[src/hdl/metp_pkg.sv]
// ----------------------------------------------------------------------------
// metp_pkg
// Shared types and constants for the escape-time pixel evaluator: word
// widths, register indexes, register reset values and the control and
// status bundles between the sequencer and the datapath.
// ----------------------------------------------------------------------------
package metp_pkg;

    // Word widths
    localparam int COORD_W    = 32;
    localparam int PROD_W     = 2 * COORD_W;
    localparam int ITER_W     = 16;
    localparam int PAL_W      = 10;
    localparam int COLOUR_W   = 8;
    localparam int CFG_ADDR_W = 3;
    localparam int CFG_DATA_W = 32;

    typedef logic signed [COORD_W-1:0] coord_t;

    // Register indexes
    localparam logic [CFG_ADDR_W-1:0] REG_X_START   = 3'd0;
    localparam logic [CFG_ADDR_W-1:0] REG_X_STEP    = 3'd1;
    localparam logic [CFG_ADDR_W-1:0] REG_Y_START   = 3'd2;
    localparam logic [CFG_ADDR_W-1:0] REG_Y_STEP    = 3'd3;
    localparam logic [CFG_ADDR_W-1:0] REG_Z_INIT_RE = 3'd4;
    localparam logic [CFG_ADDR_W-1:0] REG_Z_INIT_IM = 3'd5;
    localparam logic [CFG_ADDR_W-1:0] REG_ITER_LIM  = 3'd6;
    localparam logic [CFG_ADDR_W-1:0] REG_PAL_SIZE  = 3'd7;

    // Register reset values (Q4.28 view of the plane)
    localparam coord_t             RST_X_START   = -32'sd536870912;
    localparam coord_t             RST_X_STEP    = 32'sd671679;
    localparam coord_t             RST_Y_START   = -32'sd268435456;
    localparam coord_t             RST_Y_STEP    = 32'sd672359;
    localparam coord_t             RST_Z_INIT_RE = 32'sd0;
    localparam coord_t             RST_Z_INIT_IM = 32'sd0;
    localparam logic [ITER_W-1:0]  RST_ITER_LIM  = 16'd768;
    localparam logic [PAL_W-1:0]   RST_PAL_SIZE  = 10'd768;

    // Saturation bounds for a coordinate
    localparam coord_t COORD_MAX = coord_t'({1'b0, {(COORD_W-1){1'b1}}});
    localparam coord_t COORD_MIN = coord_t'({1'b1, {(COORD_W-1){1'b0}}});

    // Colour ramp break points
    localparam logic [PAL_W-1:0]    RED_BASE   = 10'd512;
    localparam logic [PAL_W-1:0]    GREEN_BASE = 10'd256;
    localparam logic [PAL_W-1:0]    GREEN_TOP  = 10'd511;
    localparam logic [PAL_W-1:0]    BLUE_TOP   = 10'd255;
    localparam logic [COLOUR_W-1:0] COLOUR_MAX = 8'd255;

    // Configuration register set
    typedef struct packed {
        coord_t             x_start;
        coord_t             x_step;
        coord_t             y_start;
        coord_t             y_step;
        coord_t             z_init_re;
        coord_t             z_init_im;
        logic [ITER_W-1:0]  iteration_limit;
        logic [PAL_W-1:0]   palette_size;
    } cfg_t;

    // Sequencer to datapath commands
    typedef struct packed {
        logic start;    // form c products, reset z, count and index
        logic set_c;    // add start offsets, saturate c
        logic mul;      // register the three z products
        logic step;     // advance z, count and palette index
        logic capture;  // load the result word
    } dp_cmd_t;

    // Datapath to sequencer status
    typedef struct packed {
        logic at_limit; // count has reached the iteration limit
        logic escape;   // |z|^2 >= 4 for the registered products
    } dp_status_t;

endpackage

[src/hdl/metp_ctrl.sv]
// ----------------------------------------------------------------------------
// metp_ctrl
// Sequencer: takes a pixel word, forms c, then alternates a multiply
// state and a test-and-update state until escape or the limit, and hands the
// result to the output register.
// ----------------------------------------------------------------------------
module metp_ctrl (
    input  logic                    aclk,
    input  logic                    aresetn,
    input  logic                    s_valid,
    output logic                    s_ready,
    output logic                    m_valid,
    input  logic                    m_ready,
    input  metp_pkg::dp_status_t    status,
    output metp_pkg::dp_cmd_t       cmd
);
    import metp_pkg::*;

    localparam logic [2:0] ST_IDLE = 3'd0;
    localparam logic [2:0] ST_CSUM = 3'd1;
    localparam logic [2:0] ST_MUL  = 3'd2;
    localparam logic [2:0] ST_TEST = 3'd3;
    localparam logic [2:0] ST_HOLD = 3'd4;

    logic [2:0] state_reg;
    logic [2:0] state_next;
    logic       out_valid_reg;
    logic       out_valid_next;
    logic       out_free;

    // Output register can take a word this cycle
    assign out_free = !out_valid_reg || m_ready;

    // Next state and commands
    always_comb begin
        state_next = state_reg;
        cmd        = '0;
        unique case (state_reg)
            ST_IDLE: begin
                if (s_valid) begin
                    cmd.start  = 1'b1;
                    state_next = ST_CSUM;
                end
            end
            ST_CSUM: begin
                cmd.set_c  = 1'b1;
                state_next = ST_MUL;
            end
            ST_MUL: begin
                cmd.mul    = 1'b1;
                state_next = ST_TEST;
            end
            ST_TEST: begin
                if (status.at_limit || status.escape) begin
                    if (out_free) begin
                        cmd.capture = 1'b1;
                        state_next  = ST_IDLE;
                    end else begin
                        state_next  = ST_HOLD;
                    end
                end else begin
                    cmd.step   = 1'b1;
                    state_next = ST_MUL;
                end
            end
            ST_HOLD: begin
                if (out_free) begin
                    cmd.capture = 1'b1;
                    state_next  = ST_IDLE;
                end
            end
            default: state_next = ST_IDLE;
        endcase
    end

    // Result word valid flag
    always_comb begin
        if (cmd.capture) begin
            out_valid_next = 1'b1;
        end else if (m_ready) begin
            out_valid_next = 1'b0;
        end else begin
            out_valid_next = out_valid_reg;
        end
    end

    always_ff @(posedge aclk) begin
        if (!aresetn) begin
            state_reg     <= ST_IDLE;
            out_valid_reg <= 1'b0;
        end else begin
            state_reg     <= state_next;
            out_valid_reg <= out_valid_next;
        end
    end

    assign s_ready = (state_reg == ST_IDLE);
    assign m_valid = out_valid_reg;

endmodule

[config.mk]
export PLATFORM = sky130hd
export DESIGN_NAME = metp_ctrl
export DESIGN_NICKNAME = d
export VERILOG_FILES = /design/src/hdl/metp_pkg.sv /design/src/hdl/metp_ctrl.sv
export SDC_FILE = /design/constraint.sdc
export NUM_CORES = 1
export LEC_CHECK = 0
export BUFFER_PORTS_ARGS = -buffer_cell sky130_fd_sc_hd__buf_2
export CAP_MARGIN = 30
export CORE_AREA = 2 2 39 41
export CTS_CLUSTER_DIAMETER = 200
export DETAILED_ROUTE_END_ITERATION = 8
export DIE_AREA = 0 0 41 43
export GPL_ROUTABILITY_DRIVEN = 0
export PLACE_DENSITY = 0.48
export SLEW_MARGIN = 20
export SYNTH_ARGS = -nofsm -noshare
export SYNTH_HDL_FRONTEND = slang
export SYNTH_SLANG_ARGS = --single-unit
[constraint.sdc]
create_clock -name aclk -period 1.92 [get_ports aclk]
set_clock_uncertainty 0.05 [all_clocks]
set_input_delay 0.192 -clock aclk [delete_from_list [all_inputs] [get_ports aclk]]
set_output_delay 0.192 -clock aclk [all_outputs]
set_load 0.02 [all_outputs]
=== Word level (Yosys, flattened, before mapping) ===
Cells that the tools add are included.
W data, S select, Z words.

* Logic and storage cells: 30
* Register bits: 4

* Reduce and logical (&&, ||, !) cells: 6
* Equality and inequality tests: 6
* Muxes and demuxes: 16

{| class="wikitable"
|+ Operator list
! cell !! number
|-
| $pmux W3 S5 || 1
|-
| $mux W3 || 4
|-
| $mux W1 || 10
|-
| $eq A3 B2 Y1 const B || 2
|-
| $ne A2 B2 Y1 const B || 2
|-
| $eq A3 B1 Y1 const B || 1
|-
| $eq A3 B3 Y1 const B || 1
|-
| $logic_not A3 Y1 || 1
|-
| $logic_or A1 B1 Y1 || 2
|-
| $pmux W1 S2 || 1
|-
| $reduce_and A2 Y1 || 1
|-
| $reduce_bool A2 Y1 || 1
|-
| $logic_not A1 Y1 || 1
|}

=== Longest topological paths before layout ===
* Depth after elaboration: 6
* Gate-level depth with buffers: 4

=== Least setup slack after synthesis ===
No wires, ideal clock.

* Kind: reg-to-output
* Start: register state_reg[0]
* End: output port cmd[4] (netlist name)
* Data required time: 1678 ps
* Arrival time: 1224 ps
* Setup slack: 454 ps
* Stages on the path, launching flop included: 3
* Path through: dfxtp_1 -> nor3_1 -> and2_1

{| class="wikitable"
|+ RTL lines
! element !! RTL line !! RTL
|-
| start, declared || metp_ctrl.sv:25 || <nowiki>logic [2:0] state_reg;</nowiki>
|-
| start signal, assigned || metp_ctrl.sv:92 || <nowiki>state_reg <= state_next;</nowiki>
|-
| end, declared || metp_ctrl.sv:15 || <nowiki>output metp_pkg::dp_cmd_t cmd</nowiki>
|}

==> flow_metrics.tcl <==
set metrics [dict create \
    synthMuxAreaShare_pct 4.47 \
    synth_cells 23 \
    cp.arrival_ns 1.30 \
    synth-xor-area-share_pct 0 \
    grt_setup_unrepaired "false" \
    r2r-end "m_valid" \
    syn_area_per_cell_sq_um 9.74 \
    grt_pass1_wl_um 772 \
    fin_crit_sh_pct 80.1 \
    hp-start "aresetn" \
    yosys_warnings 0 \
    drive_above_1_share_pct 54.1 \
    vias_per_cell 3.85 \
    wire_per_inst_um 9.36 \
    drt_iter0_markers 6 \
    cp_num_buf_inv 1 \
    cts_tree "done" \
    critPathKind "flip-flop to output pin" \
    synthSimpleGateAreaFrac_pct 34.6 \
    end_kind "output pin" \
    power.internal_mw 0.179 \
    tightest_slew_ns 0.273 \
    critPathMaxStageDelay_ns 0.35 \
    r2r_setup_slack_ns 0.86 \
    hold_class "input pin to flip-flop" \
    largest_register_ffs 3 \
    synth_compound_area_share_pct 20.1 \
    p_seq_share_pct 38.8 \
    drv_slew 0 \
    postCtsSetupBuffers 0 \
    core_sq_um 1380 \
    synthAdderAreaFrac_pct 0 \
    power.switching_mw 0.0677 \
    cts.repair.resized 0 \
    cts_sinks 4 \
    status "complete, no violations" \
    io_pins 13 \
    drtPass1Iterations 4 \
    clockRootBuffer "clkbuf_4" \
    cts-hold-fix-buffers 0 \
    clkPwrFrac_pct 41.2 \
    grt_overflow 0 \
    p_comb_share_pct 20.0 \
    drv_cap 0 \
    finalSetupTns_ns 0 \
    min_to "m_valid" \
    cts_buffers 3 \
    min_period_ns 1.54 \
    r2r_cells 3 \
    grt_pass1_vias 190 \
    numPortBuffers 12 \
    timing.rr.start "state_reg[2]" \
    cts_buffer_depth 2 \
    drcViolationCount 0 \
    fillCellCount 151 \
    slowest_stage "dfxtp_1" \
    hold_viol_final 0 \
    required_ns 1.68 \
    die_y_um 43 \
    path_depth 4 \
    ys_ff_latch 4 \
    clk_latency_ns 0.23 \
    p_per_area_nw_per_um2 773 \
    initial_core_util_pct 16.2 \
    synth_top_family_by_area "simple AND/OR/NAND/NOR gates" \
    grt_usage_pct 7.22 \
    worst-path-max-fanout 6 \
    row_count 14 \
    grt_max_degree 9 \
    hpwl_um 359 \
    crit_chain "nand2b_2, o22ai_2, a21boi_2, buf_2" \
    syn_area_sq_um 224 \
    layout_commonest_cell "buf_2" \
    synth_nets 29 \
    max_freq_ghz 0.650 \
    ant_nets 0 \
    hold_slack_ns 0.167 \
    die-area_sq_um 1760 \
    final_cell_mix "buf_2 (12), dfxtp_1 (4), clkbuf_4 (3), nor3b_1 (2), nor3_1 (2)" \
    areaGrowthSynthToFinish_pct 42.5 \
    vias 204 \
    totalWireLength_um 496 \
    antenna_found_initial 0 \
    p_sw_share_pct 27.5 \
    startpoint_type "flip-flop" \
    die_x_um 41 \
    slew_headroom_pct 81.7 \
    ys_seq_area_share_pct 35.8 \
    synth_cell_type_count 18 \
    setup_violations 0 \
    path_delay_family "flip-flops" \
    cts_max_level 1 \
    p_leak_nw 0.146 \
    insertedDiodeCount 0 \
    clk_pin_slew_ns 0.04 \
    peakVddDrop_mv 0.285 \
    fin_nets 45 \
    hold_path_depth 2 \
]
[cell families (layout without fill, tap and decap cells)]
family / Yosys count / after routing
buffers and inverters: 2 / 16
AOI/OAI and AO/OA: 5 / 5
and+or+nand+nor: 11 / 11
DFF: 4 / 4
muxes: 1 / 1
[layout make-up]
| cell class | instances | area [sq um] | share of cell area, % |
|---|---|---|---|
| inverter | 1 | 3.75 | 1.18 |
| timing repair buffer | 12 | 60.1 | 18.8 |
| clock buffer | 3 | 22.5 | 7.06 |
| sequential | 4 | 80.1 | 25.1 |
| multi-input combinational | 17 | 133 | 41.6 |
| tap | 16 | 20.0 | 6.27 |
[cells in the mapped netlist]
| master | number | share of area, % |
|---|---|---|
| a21boi_2 | 1 | 5.0 |
| and2_1 | 1 | 2.8 |
| and3_1 | 1 | 2.8 |
| buf_4 | 1 | 3.4 |
| dfxtp_1 | 4 | 36 |
| inv_1 | 1 | 1.7 |
| mux2i_1 | 1 | 4.5 |
| nand2b_1 | 1 | 2.8 |
| nand2b_2 | 1 | 3.9 |
| nor2_1 | 1 | 1.7 |
| nor2b_1 | 1 | 2.8 |
| nor3_1 | 2 | 4.5 |
| nor3b_1 | 2 | 6.7 |
| nor4b_2 | 1 | 6.7 |
| o21a_1 | 1 | 3.4 |
| o21ai_1 | 1 | 2.2 |
| o21ai_2 | 1 | 3.9 |
| o22ai_2 | 1 | 5.6 |
[power groups by stage]
| stage | Combinational [mW] | Sequential (mW) | Clock [mW] |
|---|---|---|---|
| after global routing | 0.0534 | 0.0962 | 0.117 |
| after floorplan | 0.0315 | 0.0955 | 0 |
| final | 0.0494 | 0.0956 | 0.102 |
| after global placement | 0.0487 | 0.0966 | 0 |
| after detailed placement | 0.0495 | 0.0966 | 0 |
| after CTS | 0.0494 | 0.0956 | 0.108 |
[through the flow]
| stage | instances | power (mW) | util, % | instance area [sq um] | worst slack [ns] |
|---|---|---|---|---|---|
| 3_3_place_gp | 50 | 0.145 | 21.4 | 297 | 0.612 |
| 6_report | 53 | 0.247 | 23.1 | 319 | 0.381 |
| 3_5_place_dp | 50 | 0.146 | 21.4 | 297 | 0.629 |
| 4_1_cts | 53 | 0.253 | 23.1 | 319 | 0.367 |
| 5_1_grt | 53 | 0.267 | 23.1 | 319 | 0.305 |
| 2_1_floorplan | 23 | 0.127 | - | 224 | 0.454 |
[metal layers]
metal / GRT usage [%] / vias up / share of wire [%]
met2: 6.56 / 13 / 34
met3: 6.28 / 0 / 10
li1: - / 110 / -
met5: 0 / - / 0
met1: 9.62 / 81 / 56
met4: 6.00 / 0 / 0
[worst reg2reg max path, cell delays in order, from the launching register on]
cell      delay (ns)
dfxtp_1         0.42
nand2b_2        0.20
o22ai_2         0.09
o21a_1          0.19
[worst max path at each step]
| stage | to | startpoint |
|---|---|---|
| 5_1_grt | cmd[0] | state_reg[2] |
| 3_3_place_gp | cmd[0] | state_reg[2] |
| 3_5_place_dp | cmd[0] | state_reg[2] |
| 6_report | cmd[0] | state_reg[2] |
| 4_1_cts | cmd[0] | state_reg[2] |
| 2_1_floorplan | cmd[4] | state_reg[0] |
Power figures use the tool's default switching activity.
