===== src/hdl/metp_pkg.sv =====
// ----------------------------------------------------------------------------
// metp_pkg
// Shared types and constants for the escape-time pixel evaluator: word
// widths, register indexes, register reset values and the control and
// status bundles between the sequencer and the datapath.
// ----------------------------------------------------------------------------
package metp_pkg;

    // Word widths
    localparam int COORD_W    = 32;
    localparam int PROD_W     = 2 * COORD_W;
    localparam int ITER_W     = 16;
    localparam int PAL_W      = 10;
    localparam int COLOUR_W   = 8;
    localparam int CFG_ADDR_W = 3;
    localparam int CFG_DATA_W = 32;

    typedef logic signed [COORD_W-1:0] coord_t;

    // Register indexes
    localparam logic [CFG_ADDR_W-1:0] REG_X_START   = 3'd0;
    localparam logic [CFG_ADDR_W-1:0] REG_X_STEP    = 3'd1;
    localparam logic [CFG_ADDR_W-1:0] REG_Y_START   = 3'd2;
    localparam logic [CFG_ADDR_W-1:0] REG_Y_STEP    = 3'd3;
    localparam logic [CFG_ADDR_W-1:0] REG_Z_INIT_RE = 3'd4;
    localparam logic [CFG_ADDR_W-1:0] REG_Z_INIT_IM = 3'd5;
    localparam logic [CFG_ADDR_W-1:0] REG_ITER_LIM  = 3'd6;
    localparam logic [CFG_ADDR_W-1:0] REG_PAL_SIZE  = 3'd7;

    // Register reset values (Q4.28 view of the plane)
    localparam coord_t             RST_X_START   = -32'sd536870912;
    localparam coord_t             RST_X_STEP    = 32'sd671679;
    localparam coord_t             RST_Y_START   = -32'sd268435456;
    localparam coord_t             RST_Y_STEP    = 32'sd672359;
    localparam coord_t             RST_Z_INIT_RE = 32'sd0;
    localparam coord_t             RST_Z_INIT_IM = 32'sd0;
    localparam logic [ITER_W-1:0]  RST_ITER_LIM  = 16'd768;
    localparam logic [PAL_W-1:0]   RST_PAL_SIZE  = 10'd768;

    // Saturation bounds for a coordinate
    localparam coord_t COORD_MAX = coord_t'({1'b0, {(COORD_W-1){1'b1}}});
    localparam coord_t COORD_MIN = coord_t'({1'b1, {(COORD_W-1){1'b0}}});

    // Colour ramp break points
    localparam logic [PAL_W-1:0]    RED_BASE   = 10'd512;
    localparam logic [PAL_W-1:0]    GREEN_BASE = 10'd256;
    localparam logic [PAL_W-1:0]    GREEN_TOP  = 10'd511;
    localparam logic [PAL_W-1:0]    BLUE_TOP   = 10'd255;
    localparam logic [COLOUR_W-1:0] COLOUR_MAX = 8'd255;

    // Configuration register set
    typedef struct packed {
        coord_t             x_start;
        coord_t             x_step;
        coord_t             y_start;
        coord_t             y_step;
        coord_t             z_init_re;
        coord_t             z_init_im;
        logic [ITER_W-1:0]  iteration_limit;
        logic [PAL_W-1:0]   palette_size;
    } cfg_t;

    // Sequencer to datapath commands
    typedef struct packed {
        logic start;    // form c products, reset z, count and index
        logic set_c;    // add start offsets, saturate c
        logic mul;      // register the three z products
        logic step;     // advance z, count and palette index
        logic capture;  // load the result word
    } dp_cmd_t;

    // Datapath to sequencer status
    typedef struct packed {
        logic at_limit; // count has reached the iteration limit
        logic escape;   // |z|^2 >= 4 for the registered products
    } dp_status_t;

endpackage


===== src/hdl/metp_cfg.sv =====
// ----------------------------------------------------------------------------
// metp_cfg
// Configuration register file. One write per cycle, no read-back.
// ----------------------------------------------------------------------------
module metp_cfg (
    input  logic                                aclk,
    input  logic                                aresetn,
    input  logic                                cfg_we,
    input  logic [metp_pkg::CFG_ADDR_W-1:0]     cfg_addr,
    input  logic [metp_pkg::CFG_DATA_W-1:0]     cfg_wdata,
    output metp_pkg::cfg_t                      cfg
);
    import metp_pkg::*;

    cfg_t cfg_reg;
    cfg_t cfg_next;

    // Register write decode
    always_comb begin
        cfg_next = cfg_reg;
        if (cfg_we) begin
            unique case (cfg_addr)
                REG_X_START:   cfg_next.x_start         = coord_t'(cfg_wdata);
                REG_X_STEP:    cfg_next.x_step          = coord_t'(cfg_wdata);
                REG_Y_START:   cfg_next.y_start         = coord_t'(cfg_wdata);
                REG_Y_STEP:    cfg_next.y_step          = coord_t'(cfg_wdata);
                REG_Z_INIT_RE: cfg_next.z_init_re       = coord_t'(cfg_wdata);
                REG_Z_INIT_IM: cfg_next.z_init_im       = coord_t'(cfg_wdata);
                REG_ITER_LIM:  cfg_next.iteration_limit = cfg_wdata[ITER_W-1:0];
                REG_PAL_SIZE:  cfg_next.palette_size    = cfg_wdata[PAL_W-1:0];
                default:       cfg_next = cfg_reg;
            endcase
        end
    end

    always_ff @(posedge aclk) begin
        if (!aresetn) begin
            cfg_reg.x_start         <= RST_X_START;
            cfg_reg.x_step          <= RST_X_STEP;
            cfg_reg.y_start         <= RST_Y_START;
            cfg_reg.y_step          <= RST_Y_STEP;
            cfg_reg.z_init_re       <= RST_Z_INIT_RE;
            cfg_reg.z_init_im       <= RST_Z_INIT_IM;
            cfg_reg.iteration_limit <= RST_ITER_LIM;
            cfg_reg.palette_size    <= RST_PAL_SIZE;
        end else begin
            cfg_reg <= cfg_next;
        end
    end

    assign cfg = cfg_reg;

endmodule


===== config.mk =====
export PLATFORM = sky130hd
export DESIGN_NAME = metp_cfg
export DESIGN_NICKNAME = d
export VERILOG_FILES = /design/src/hdl/metp_pkg.sv /design/src/hdl/metp_cfg.sv
export SDC_FILE = /design/constraint.sdc
export NUM_CORES = 1
export LEC_CHECK = 0
export BUFFER_PORTS_ARGS = -buffer_cell sky130_fd_sc_hd__buf_2
export CAP_MARGIN = 15
export CORE_ASPECT_RATIO = 0.7
export CORE_MARGIN = 3
export CORE_UTILIZATION = 46
export DETAILED_ROUTE_END_ITERATION = 8
export PLACE_DENSITY = 0.77
export SLEW_MARGIN = 20
export SYNTH_ARGS = -nofsm -noshare
export SYNTH_HDL_FRONTEND = slang
export SYNTH_SLANG_ARGS = --single-unit

===== constraint.sdc =====
create_clock -name aclk -period 1.5 [get_ports aclk]
set_clock_uncertainty 0.2 [all_clocks]
set_input_delay 0.225 -clock aclk [delete_from_list [all_inputs] [get_ports aclk]]
set_output_delay 0.225 -clock aclk [all_outputs]
set_load 0.03 [all_outputs]

Yosys cells after proc, flatten, opt, wreduce, memory -nomap -nowiden
Cells that the tools add are included.
{"block": "word_totals", "ff_bits": 218, "latch_bits": 0, "ramBits": 0, "rom_bits": 0, "in_bits": 38, "out_inout_bits": 218, "wordCells": 24, "n_memories": 0}
{"block": "op_classes", "n_addsub": 0, "n_mul": 0, "n_div": 0, "n_lt_le_gt_ge": 0, "n_eq_ne": 7, "shift": 0, "muxes": 0, "n_bitwise": 0, "n_reduce_logical": 9}
{"operator": "$reduce_and A2 Y1", "n": 8}
{"operator": "$eq A3 B3 Y1 const B", "n": 4}
{"operator": "$eq A3 B2 Y1 const B", "n": 2}
{"operator": "$eq A3 B1 Y1 const B", "n": 1}
{"operator": "$logic_not A3 Y1", "n": 1}

Depth between registers and ports, before layout
Gate-level depths: netlist of run 1.
{"block": "logic_depth", "depth_word": 2, "mapped_depth": 5, "depth_no_buf": 2}

Worst setup path before layout of run 1
No wires, ideal clock.
{"block": "synth_path", "kind": "input to register", "from": "input port cfg_addr[2] (netlist name)", "to": "register cfg_reg, in the netlist cfg[207]", "setup_time_ps": 123, "t_arrival_ps": 1213, "required_ps": 1177, "setup_slack_ps": -36, "cell_stages": 5, "n_path_buf": 3, "path_cell_list": "buf_6 or4b_1 buf_6 buf_8 mux2i_1"}
{"block": "synth_between", "elab_chain_cells": 2}
{"item": "from (decl)", "line_no": "metp_cfg.sv:9", "rtl": "input logic [metp_pkg::CFG_ADDR_W-1:0] cfg_addr,"}
{"item": "$logic_not A3 Y1", "line_no": "metp_cfg.sv:22", "rtl": "unique case (cfg_addr)"}
{"item": "$reduce_and A2 Y1 (no source line)"}
{"item": "to (signal assigned)", "line_no": "metp_cfg.sv:47", "rtl": "cfg_reg <= cfg_next;"}
{"item": "to (decl)", "line_no": "metp_cfg.sv:15", "rtl": "cfg_t cfg_reg;"}
Every way passes these cells.
A chain may end at the register's enable or synchronous reset.

Worst setup path after layout of run 1
{"block": "layout_path", "from": "register cfg_reg, in the netlist cfg[208]", "to": "output port cfg[208] (netlist name)"}
{"item": "to (decl)", "line_no": "metp_cfg.sv:11", "rtl": "output metp_pkg::cfg_t cfg"}
No word-level cell between the ends.

==> results of run 1 <==
how the worst max path moves through the flow:
stage / startpoint / endpoint
final: cfg[208] / cfg[208]
after global routing: cfg[208] / cfg[208]
after CTS: cfg[66] / cfg[66]
after detailed placement: cfg_addr[2] / cfg[177]
after global placement: cfg_addr[1] / cfg[214]
after floorplan: cfg_addr[2] / cfg[207]
cell families (layout without fill, tap and decap cells):
| family | after synthesis | after routing |
|---|---|---|
| buf+inv | 59 | 367 |
| flops | 218 | 218 |
| mux | 218 | 218 |
| simple gates | 282 | 282 |
cell usage in the layout (no fill, tap or decap), drive strengths merged:
cell type,count
or4b,1
nand2,215
nor2b,56
clkinv,3
dlygate4sd3,33
nand4b,3
nand4bb,2
nor4bb,2
mux2i,218
inv,1
buf,260
clkbuf,68
nand4,1
bufinv,2
dfxtp,218
and4b,1
nor4b,1
what timing repair did:
action | 4_1_cts | 5_1_grt
hold endpoints to repair | 155 | 7
hold buffers | 32 | 1
setup endpoints to repair | 12 | 99
resized for setup | 12 | 145
worst reg2reg max path: stages (launching register included):
cell and delay, ns:
dfxtp_1 0.32, nor2b_1 0.15, mux2i_1 0.11
area by class of cell:
| class | count | area share |
|---|---|---|
| Multi-Input combinational cell | 500 | 0.3120 |
| Tap cell | 225 | 0.02510 |
| Clock buffer | 30 | 0.05521 |
| Timing Repair Buffer | 331 | 0.2109 |
| Sequential cell | 218 | 0.3893 |
| Clock inverter | 6 | 0.007474 |
power by group through the flow:
stage	clock network, mW	logic, mW	registers, mW
2_1_floorplan	0	0.428	6.36
3_3_place_gp	0	1.08	6.11
3_5_place_dp	0	1.09	6.11
6_report	5.41	1.20	5.99
4_1_cts	5.48	1.16	5.99
5_1_grt	5.74	1.28	6.00
stage by stage:
step / util / hold WS (ns) / cell area [µm²]
after global routing: 0.6682 / 0.06174 / 11220
after detailed placement: 0.5901 / 0.2450 / 9906
after global placement: 0.5901 / 0.2397 / 9906
after floorplan: - / 0.1915 / 8107
final: 0.6682 / 0.02335 / 11220
after CTS: 0.6529 / 0.01789 / 10960
per-layer routing:
metal	vias to the layer above	global-route usage	share of wire
li1	3154	-	-
met1	3103	0.3015	0.44
met2	247	0.3441	0.44
met3	51	0.07422	0.094
met4	0	0.06536	0.028
met5	-	0	0
synth_stat cells, drive strengths merged, types with 2 or more instances:
| cell type | number |
|---|---|
| nor2b | 56 |
| nand4b | 3 |
| clkbuf | 30 |
| nor4bb | 2 |
| nand2 | 215 |
| dfxtp | 218 |
| buf | 29 |
| mux2i | 218 |
| nand4bb | 2 |
==> impl_summary.md, run 1 <==
Outcome
The flow ran to the end, and the final reports show no timing, DRC or antenna violations.

Global route
Entering global routing, the biggest net connects 38 pins. The total grt overflow is 0. The global routing usage summed across all routing layers is 0.2235. The initial antenna violation count is 0.

The via count of the first global-routing pass is 6266. The global-route wire length before repair is 34.10 mm.

Route
The post-detailed-route count of antenna-violating nets is 0. The number of DRC violations after detailed-routing iteration 0 is approximately 350. Dividing the detail-routed wire length by the instance count gives ~18 µm. The total wirelength of the detailed-routed design is 23.00 mm. The detailed-route vias per instance is 5.004. The number of design rule violations left after detail routing is 0.

The number of iterations in the first detailed-routing pass is 4. The number of vias in the routed layout is between 6000 and 7000.

Setup path
On the critical path, the stage with the largest delay is an instance of dfxtp_1. The startpoint type of the worst setup path is a flip-flop. Data on the critical path is required at its endpoint by approximately 1.1 ns. Among cell families on the critical path, the largest total delay comes from flip-flops. The length in cells of the worst reg-to-reg path is 2. For this run, the slowest stage of the critical path takes 0.35 ns.

The worst flop-to-flop path startpoint is cfg[91]. The critical path endpoint category is an output port. The arrival time at the worst endpoint is 1.07 ns.

The critical path class is flip-flop to output port. Together, buffers and inverters on the worst path number 1. The worst reg2reg path endpoint is cfg[91]. The worst register-to-register path has a setup slack of 0.60 ns. The maximum fanout count along the critical path is 2. In this run the number of cells on the critical path is 1. The signal on the critical path passes through buf_2.

CTS
Buffers added to address setup during post-CTS repair amount to 0. After clock tree synthesis, the clock-pin slew on the worst setup and hold paths is 0.07 ns. The clock tree from TritonCTS is done. In this run the deepest clock path goes through 3 buffers. The number of buffers inserted during clock tree synthesis is 21. Counting every sink on the clock net gives 218. CTS built an H-tree with a depth of 1. The cell sitting at the root of the clock tree is a clkbuf_16. The clock latency on the worst-skew pair is 0.49 ns.

Yosys
Of the total synthesized cell area, the portion taken by XOR and XNOR cells is 0. The mapped netlist covers 8100 µm². In the synthesized netlist the async set-or-reset flop fraction comes to 0. The biggest area contributor in the post-synthesis netlist is dfxtp_1.

Of the total synthesized cell area, the portion taken by full adders, half adders and majority gates is 0. In the post-synthesis netlist, the biggest area contributors are dfxtp_1, mux2i_1, nand2_1, nor2b_1, clkbuf_1. The synthesis-stage register bit count is 218. The part of the Yosys area used for sequential elements is 0.5388. The number of distinct library cells after synthesis is 16. The dominant combinational cell family by area after synthesis is multiplexers. Of the total synthesized cell area, the portion taken by AND, OR, NAND and NOR gates is 0.1557. In the synthesized netlist the dominant register cell turns out to be dfxtp_1. The area share of the leading cell type in the synthesized netlist is 0.5388.

The number of nets in the synthesized netlist is 815. The average size of a mapped cell is 10.43 µm². The number of enable flip-flop cells after synthesis is 0. The fraction of the mapped netlist area in compound gates is 0. For this run, the number of Yosys warnings is 0. The number of instances in the synthesized netlist is 777.

The share of synthesized area spent on multiplexers is 0.2694.

Power
The internal power consumption is 9.596 mW. The net switching share of the total power is 0.2382. Of the total power, the clock network draws 0.429.

The static power due to leakage is a little under 6 nW. The relative contribution of combinational cells to total power is 0.095. The maximum resistive drop on vdd is between 800 and 900 µV. The sequential fraction of design power is 0.476. The ratio of total power to cell area is 1123 nW/µm².

Summed over all nets, the switching power comes to 3.000 mW. The overall power is 12.60 mW.

Timing
For the final routed database, the setup TNS stands at 0 ns. The worst setup slack after layout is 0.008948 ns. The hold violation total from the final report is 0.

The number of max-slew violations in the final report came to 0. The worst pin sits at a relative slew slack of 0.7701. The minimum clock period is 1.491 ns. The period utilization is 0.9940. The actual slew at the worst max-slew pin is 0.3440 ns. Setup violations remaining at the end of the flow were counted as 0. The peak clock frequency supported by timing is 670.7 MHz.

Die
The count of standard-cell rows is 39. The floorplan die area is roughly 19000 µm². After floorplanning, the core was sized to cover 16790 µm².

The number of ports placed on the die boundary is 256. The initial core utilization is 0.4826. The floorplan step set the die height to 117.0 µm. The die width is 164.6 µm.

Final layout
The count of nets after finishing is around 1100. The total inserted antenna cells is 0. The share of post-route cells with drive strength above 1 is 0.3143.

The number of standard cells in the final layout excluding fillers is 1310. Fill cells in the final layout number approximately 1300. Summing all multi-input logic gate instances after layout gives 3500 µm². The flip-flop count of the largest register after layout is around 220.

The sequential cell area is 4367 µm². Relative to the synthesized area, the layout overhead comes to 38.48%.

Min path
The min-delay analysis places its worst path in the category input port to flip-flop. The hold path startpoint is cfg_addr[0]. The hold-critical path endpoint is cfg[201]. The hold-critical path depth is 4.

Placement
The post-placement worst setup slack is -0.1181 ns. In this run the tool buffered the top-level ports with 255 buffer cells. In this run, placement finished with an instance count of 1241. The wire-length estimate of the detail-placed layout is 15.95 mm. The weighted congestion reported at the end of routability-driven placement is around 0.79.

Flow run
The tool flagged a number of max-cap violations equal to 0.
Note: power is estimated with default switching activity, not from simulation.
==> run 2: changes to the inputs <==
Settings changed: ABC_AREA set to 1.
==> run 2 against run 1 <==
- the run now ends with negative hold slack left
- register-to-register slack lost 0.44 ns
- via count rose by 37%
- die area up 3.4%
- critical endpoint is now cfg[46]
- routed wire length grew 28%
- clock power down 7.9%
- critical path depth did not move
- sequential share of layout area down 1.4 points
- cell count up 33%
==> impl_summary.md, run 2 <==
Power
The relative contribution of combinational cells to total power came to 0.148 (+0.053). The internal power consumption is 9.444 mW (-1.6%). The static power due to leakage is 5.603 nW (-2.9%).

The switching power total is 3.579 mW (+19%). The overall power is 13.02 mW (+3.4%). The ratio of total power to cell area came to 1119 nW/µm² (-0.37%). The clock power share is 0.382 (-0.047). The net switching share of the total power was 0.2748 (+0.03668). The sequential fraction of design power is 0.469 (-0.007). The maximum resistive drop on vdd is 756.5 µV (-8.2%).

Die
The floorplan die area is 19920 µm² (+3.4%). The number of ports placed on the die boundary is 256 (unchanged). The initial core utilization came to 0.4789 (-0.003701). The vertical die dimension came to 119.0 µm (+1.7%). The die width came to 167.4 µm (+1.7%).

The count of standard-cell rows was 40 (+2.6%). The core area is 17520 µm² (+4.4%).

CTS
The clock-pin transition on the worst setup and hold timing paths is 0.06 ns (about the same). The clock tree from TritonCTS is done. The total number of clock tree sinks was 218 (unchanged).

CTS placed an instance of clkbuf_16 at the clock tree root. The clock latency on the worst-skew pair is 0.49 ns (about the same). The number of levels the H-tree was split into is 1 (unchanged). The number of buffers inserted during clock tree synthesis is 21 (unchanged). The number of buffers on the longest clock path came to 3 (unchanged).

Final layout
The area of all placed cells without fillers was 11640 µm² (+3.8%). The share of post-route cells with drive strength above 1 was 0.2387 (-0.07556). Leaving out fill and tap cells, the most frequent cells in the layout are nor2_1, nand2_1, dfxtp_1, nand3_1, buf_2. The sequential cell area is 4370 µm² (about the same). The total inserted antenna cells is 0 (unchanged).

The layout-stage area growth over the synthesis result is 38.78%. The most frequent standard cell in the layout excluding fill and tap cells is nor2_1. The area taken by multi-input logic gates is 3581 µm² (+2.3%). The final design utilization is 0.6646 (-0.003661). The flip-flop count of the largest register after layout was 218 (unchanged). The count of nets after finishing is 1536 (+38%). The count of fill cells added during filler insertion was 1509 (+18%).

Yosys
Counting instances in the post-synthesis netlist gives the leading cell types as nor2_1, nand2_1, dfxtp_1. The area share of the leading cell type in the synthesized netlist is 0.5203 (-0.01848). The yosys synthesis warning count came to 0 (unchanged). In the post-synthesis netlist, the biggest area contributors are dfxtp_1, nor2_1, nand3_1, nand2_1, buf_2.

The number of instances in the synthesized netlist is 1198 (+54%). The share of synthesized flip-flops with an asynchronous set or reset is 0 (unchanged). By instance count, the leading cell after synthesis is nor2_1. The number of distinct library cells after synthesis was 13 (-3). The synthesis-stage register bit count is 218 (unchanged). The most used flip-flop cell after synthesis is dfxtp_1.

Summed over all instances, the cell type with the most area after synthesis is dfxtp_1. The part of the Yosys area used for sequential elements is 0.5203 (-0.01848). The average size of a mapped cell is 7.002 µm² (-33%). The number of enable flip-flop cells after synthesis is 0 (unchanged). The total nets after synthesis is 1236 (+52%).

The cell area after synthesis is 8388 µm² (+3.6%).

Outcome
The flow ran to the end, but the final reports show violations. The final reports fail on negative hold slack.

Global route
The global-route wire length before repair is 44.63 mm (+31%). The initial antenna violation count came to 0 (unchanged). The total grt overflow is 0 (unchanged). The largest net degree at the start of global routing is 67 (+76%). The global routing usage summed across all routing layers is 0.2782 (+0.05475). The via count of the first global-routing pass is 8058 (+29%).

Route
The detailed-route vias per instance came to 5.145 (+2.8%). The number of iterations in the first detailed-routing pass is 6 (+2). The average detailed-routed wire length per instance came to 16.97 µm (-3.3%). The post-detailed-route count of antenna-violating nets is 0 (unchanged). The number of DRC violations after detailed-routing iteration 0 is 1042 (+200%). The total wirelength of the detailed-routed design is 29.51 mm (+28%). The number of vias in the routed layout is 8948 (+37%). The number of design rule violations left after detail routing is 0 (unchanged).

Setup path
The cell class contributing the biggest share of worst-path delay is flip-flops. The maximum fanout count along the critical path is 2 (unchanged). The critical path endpoint category is an output port. The number of buffer and inverter instances along the worst setup path is 1 (unchanged).

The signal on the critical path passes through clkbuf_4. For this design, the slowest cell found on the critical path is dfxtp_1. By startpoint and endpoint, the worst setup path is classified as flip-flop to output port. The maximum single-stage delay on the critical path is 0.37 ns (+0.02 ns). The startpoint type of the worst setup path is a flip-flop. The arrival time at the worst endpoint is 1.07 ns (about the same). The data required time at the worst endpoint came to 1.07 ns (about the same).

Timing
The worst hold margin is -0.05110 ns (-0.07445 ns). The actual slew at the worst max-slew pin is 0.6470 ns (+0.3030 ns). The period utilization was 0.9937 (about the same). The peak clock frequency supported by timing is 670.9 MHz (about the same).

The relative slew slack is 0.5686 (-0.2015). The number of max-slew violations in the final report was 0 (unchanged). The final-report setup violation count is 0 (unchanged).

The hold violation total from the final report is 5 (+5). The minimum clock period is 1.491 ns (-0.0004311 ns).

Flow run
The max-capacitance violation count is 0 (unchanged).

Min path
The min-delay analysis places its worst path in the category input port to flip-flop.

Placement
The half-perimeter wire length after detailed placement is 19.32 mm (+21%). The instance area after placement is 10210 µm² (+3.1%). The count of input and output buffers was 255 (unchanged). The weighted congestion reported at the end of routability-driven placement is 0.8183 (+3.7%).
## run 2: changes by cell type in the layout (fill, tap and decap cells not counted), sizes merged, moves of 38 or more
cell	before	now
nor2b	56	0
nor2	0	378
nand3	0	210
mux2i	218	0
nand2	215	272
inv	1	39
## run 2: power by group through the flow
| stage | sequential, mW | clock, mW | combinational (mW) |
|---|---|---|---|
| floorplan | 6.62 | 0 | 0.697 |
| global placement | 6.23 | 0 | 1.72 |
| detailed placement | 6.23 | 0 | 1.74 |
| CTS | 6.11 | 5.01 | 1.86 |
| global route | 6.13 | 5.24 | 2.07 |
| finish | 6.11 | 4.98 | 1.93 |
## run 2: path summary, 6_finish.rpt
check        startpoint       end  slack, ns  cells past startpoint
min reg2reg    cfg[109]  cfg[109]       0.26                      2
max             cfg[46]   cfg[46]      0.009                      1
max reg2reg    cfg[163]  cfg[163]       0.16                      3
min             aresetn  cfg[166]      -0.05                      3
## run 2: layout make-up
cell class | count | area share
Tap cell | 231 | 0.02483
Clock buffer | 30 | 0.05234
Multi-Input combinational cell | 860 | 0.3076
Sequential cell | 218 | 0.3754
Timing Repair Buffer | 358 | 0.2255
Clock inverter | 3 | 0.001505
Inverter | 39 | 0.01279
## run 2: kinds of logic (layout without fill, tap and decap cells)
group | after synthesis | count (layout) | synth area share
buffers and inverters | 120 | 430 | 0.06116
AND/OR/NAND/NOR | 860 | 860 | 0.4186
flip-flops | 218 | 218 | 0.5203
## run 2: stage by stage
step	std cells	hold WS, ns	worst slack [ns]	setup TNS [ns]
finish	1739	-0.05110	0.009379	0
global route	1739	0.005163	-0.004959	-0.007765
CTS	1736	-0.01405	0.0004811	0
detailed placement	1645	0.2418	0.02044	0
global placement	1645	0.2367	0.07162	0
floorplan	1198	0.1382	0.2058	0
## run 2: repair_timing
action / 4_1_cts / 5_1_grt
resized for setup: 18 / 77
hold buffers: 58 / 1
cloned: 0 / 1
pin swaps: 0 / 1
hold endpoints to repair: 82 / 1
endpoints found under the setup margin: 17 / 84
setup buffers: 0 / 6
## run 2: per-layer routing
metal,track usage,share of wire,vias to the layer above
li1,-,-,4320
met1,0.3999,0.44,4128
met2,0.4211,0.43,466
met3,0.07299,0.11,34
met4,0.06285,0.018,0
met5,0,0,-
==> run 3: changes to the inputs <==
--- a/config.mk
+++ b/config.mk
@@ -19 +19,2 @@
 export SYNTH_SLANG_ARGS = --single-unit
+export TNS_END_PERCENT = 5
==> constraint.sdc (replaced) <==
create_clock -name aclk -period 1.5 [get_ports aclk]
set_clock_uncertainty 0.2 [all_clocks]
set_input_delay 0.075 -clock aclk [delete_from_list [all_inputs] [get_ports aclk]]
set_output_delay 0.075 -clock aclk [all_outputs]
set_load 0.03 [all_outputs]
==> run 3 against run 2 <==
- the flow still finishes with violations (negative hold slack)
- first-iteration DRC count up 21%
- combinational power up 4%
- fmax up 0.12%
- flip-flop and latch count unchanged
- largest power group unchanged
- largest cell class unchanged
==> impl_summary.md, run 3 (synthesis results as in run 2) <==
Outcome
The flow ran to the end, but the final reports show violations. The checks that failed: negative hold slack.

Die
The core area came to 17520 µm² (unchanged). The floorplan die area is 19920 µm² (unchanged). The vertical die dimension is 119.0 µm (unchanged). The die width was 167.4 µm (unchanged). The number of ports placed on the die boundary is 256 (unchanged). The initial core utilization is 0.4789 (unchanged). The count of standard-cell rows is 40 (unchanged).

Route
The number of iterations in the first detailed-routing pass is 5 (-1). The met1 wire length is 13.08 mm (+1.5%). The number of DRC violations after detailed-routing iteration 0 came to 1259 (+21%). The total wirelength of the detailed-routed design is 30.60 mm (+3.7%).

The number of vias in the routed layout is 9365 (+4.7%). The post-detailed-route count of antenna-violating nets is 0 (unchanged). The average detailed-routed wire length per instance is 17.15 µm (+1.1%). The amount of wire on met2 after detailed routing came to 13.14 mm (+3.4%). The detailed-route vias per instance is 5.249 (+2.0%). The number of design rule violations left after detail routing came to 0 (unchanged). The met3 routed wirelength is 3.489 mm (+3.3%). The uppermost layer routed is met4.

Global route
The via count of the first global-routing pass is 8630 (+7.1%). The largest net degree at the start of global routing came to 63 (-6.0%). The total grt overflow came to 0 (unchanged).

The initial antenna violation count is 0 (unchanged). The global routing usage summed across all routing layers came to 0.2943 (+0.01605). The global-route wire length before repair is 47.29 mm (+6.0%).

Power
The maximum resistive drop on vdd is 847.4 µV (+12%). The ratio of total power to cell area is 1116 nW/µm² (-0.20%). The overall power is 13.46 mW (+3.3%).

The static power due to leakage is 5.698 nW (+1.7%).

Setup path
The maximum single-stage delay on the critical path is 0.57 ns (+0.20 ns). The data required time at the worst endpoint is 1.74 ns (+0.67 ns). The number of buffer and inverter instances along the worst setup path is 4 (+3). The critical path in this run is classified as input port to flip-flop. The startpoint type of the worst setup path is an input port. The library cell appearing most often on the critical path is dlygate4sd3_1. STA classifies the critical path endpoint as a flip-flop. The cell family contributing the most delay on the critical path is buffers and inverters. The critical path's slowest cell is dlygate4sd3_1. The maximum fanout count along the critical path is 6 (+4). The reg2reg setup slack came to 0.14 ns (-0.02 ns). The arrival time at the worst endpoint came to 1.73 ns (+0.66 ns). The critical path goes through dlygate4sd3_1 > buf_2 > clkinvlp_4 > nand3_1 > nand2_1 > dlygate4sd3_1 > nor2_1.

Timing
The peak clock frequency supported by timing is 671.7 MHz (+0.12%). The actual slew at the worst max-slew pin came to 0.4807 ns (-0.1663 ns). Setup repair after global routing could not meet its margin everywhere.

The worst hold margin is -0.2839 ns (-0.2328 ns). The hold violation total from the final report was 123 (+118). The final-report setup violation count was 0 (unchanged). The period utilization was 0.9925 (-0.001218). The relative slew slack is 0.6792 (+0.1105).

The minimum clock period was 1.489 ns (-0.001827 ns). The number of max-slew violations in the final report was 0 (unchanged).

Final layout
The share of post-route cells with drive strength above 1 came to 0.2202 (-0.01851). The final design utilization was 0.6881 (+0.02357). The library cell used most frequently in the layout, excluding fill and tap cells, is nor2_1. The count of fill cells added during filler insertion was 1427 (-5.4%). The count of nets after finishing is 1581 (+2.9%). The total inserted antenna cells is 0 (unchanged). In the layout the commonest cells are nor2_1, nand2_1, buf_2, dfxtp_1, nand3_1.

The flip-flop count of the largest register after layout is 218 (unchanged). The layout-stage area growth over the synthesis result is 43.71%. The area of all placed cells without fillers was 12050 µm² (+3.5%). The number of standard cells in the final layout excluding fillers came to 1784 (+2.6%).

Placement
The instance area after placement is 10070 µm² (-1.4%). The half-perimeter wire length after detailed placement is 18.94 mm (-1.9%). The number of placed instances with taps included was 1628 (-1.0%). The count of input and output buffers is 255 (unchanged). The weighted congestion reported at the end of routability-driven placement was 0.8335 (+1.9%).

CTS
The number of levels the H-tree was split into is 1 (unchanged). In this run the clock root is driven by a clkbuf_16. The clock-pin transition on the worst setup and hold timing paths is 0.06 ns (about the same).

The clock latency on the worst-skew pair is 0.48 ns (about the same). The number of buffers on the longest clock path was 3 (unchanged). TritonCTS built the clock tree.

The total number of clock tree sinks was 218 (unchanged). The number of buffers inserted during clock tree synthesis came to 21 (unchanged).

Min path
In this run the worst hold path is classified as input port to flip-flop.

Flow run
The max-capacitance violation count is 0 (unchanged).
-- run 3: cell count changes in the layout (fill, tap and decap cells not counted), sizes merged --
cell          previous run  this run
dlygate4sd3             53       122
clkbuf                  54        30
inv                     39        33
clkinvlp                 1         6
bufinv                   0         2
buf                    280       279
clkinv                   2         1
dlymetal6s4s             1         2
-- run 3: path summary, 6_finish.rpt --
kind	startpoint	endpoint	cells after the start
max	cfg_wdata[26]	cfg[148]	7
min	aresetn	cfg[75]	3
max reg2reg	cfg[117]	cfg[117]	3
min reg2reg	cfg[40]	cfg[40]	2
-- run 3: timing repair --
action | CTS | global route
setup endpoints to repair | 0 | 53
gates resized for setup | 0 | 22
endpoints found under the hold margin | 218 | 97
setup buffers | 0 | 1
hold buffers | 121 | 3
-- run 3: layout make-up --
cell class | instances | area [µm²] | area share
clock buffer | 30 | 609.3 | 0.05055
clock inverter | 3 | 65.06 | 0.005398
inverter | 39 | 173.9 | 0.01443
multi-input combinational | 860 | 3588 | 0.2977
sequential | 218 | 4364 | 0.3621
tap | 231 | 289.0 | 0.02398
timing repair buffer | 403 | 2964 | 0.2459
-- run 3: worst register-to-register path, stage by stage, from the launching register on --
cell	delay, ns
dfxtp_1	0.32
nor2_1	0.13
nor2_1	0.06
dlygate4sd3_1	0.54
-- run 3: metal layers --
| layer | vias to the layer above | global-route usage |
|---|---|---|
| li1 | 4405 | - |
| met1 | 4355 | 0.4159 |
| met2 | 540 | 0.4454 |
| met3 | 65 | 0.07432 |
| met4 | 0 | 0.08840 |
| met5 | - | 0 |
-- run 3: metrics by stage --
step	setup WS, ns	setup TNS, ns
after detailed placement	0.1261	0
after floorplan	0.3558	0
after global placement	0.1638	0
final	0.01121	0
after CTS	0.009292	0
after global routing	-0.05748	-0.4143
-- run 3: where the power goes --
| part | leakage, nW | switching, mW | total, mW | internal, mW |
|---|---|---|---|---|
| Clock | 0.332 | 2.20 | 5.34 | 3.14 |
| Combinational | 3.59 | 1.31 | 2.00 | 0.695 |
| Sequential | 1.77 | 0.118 | 6.11 | 5.99 |
| Total | 5.70 | 3.63 | 13.5 | 9.83 |
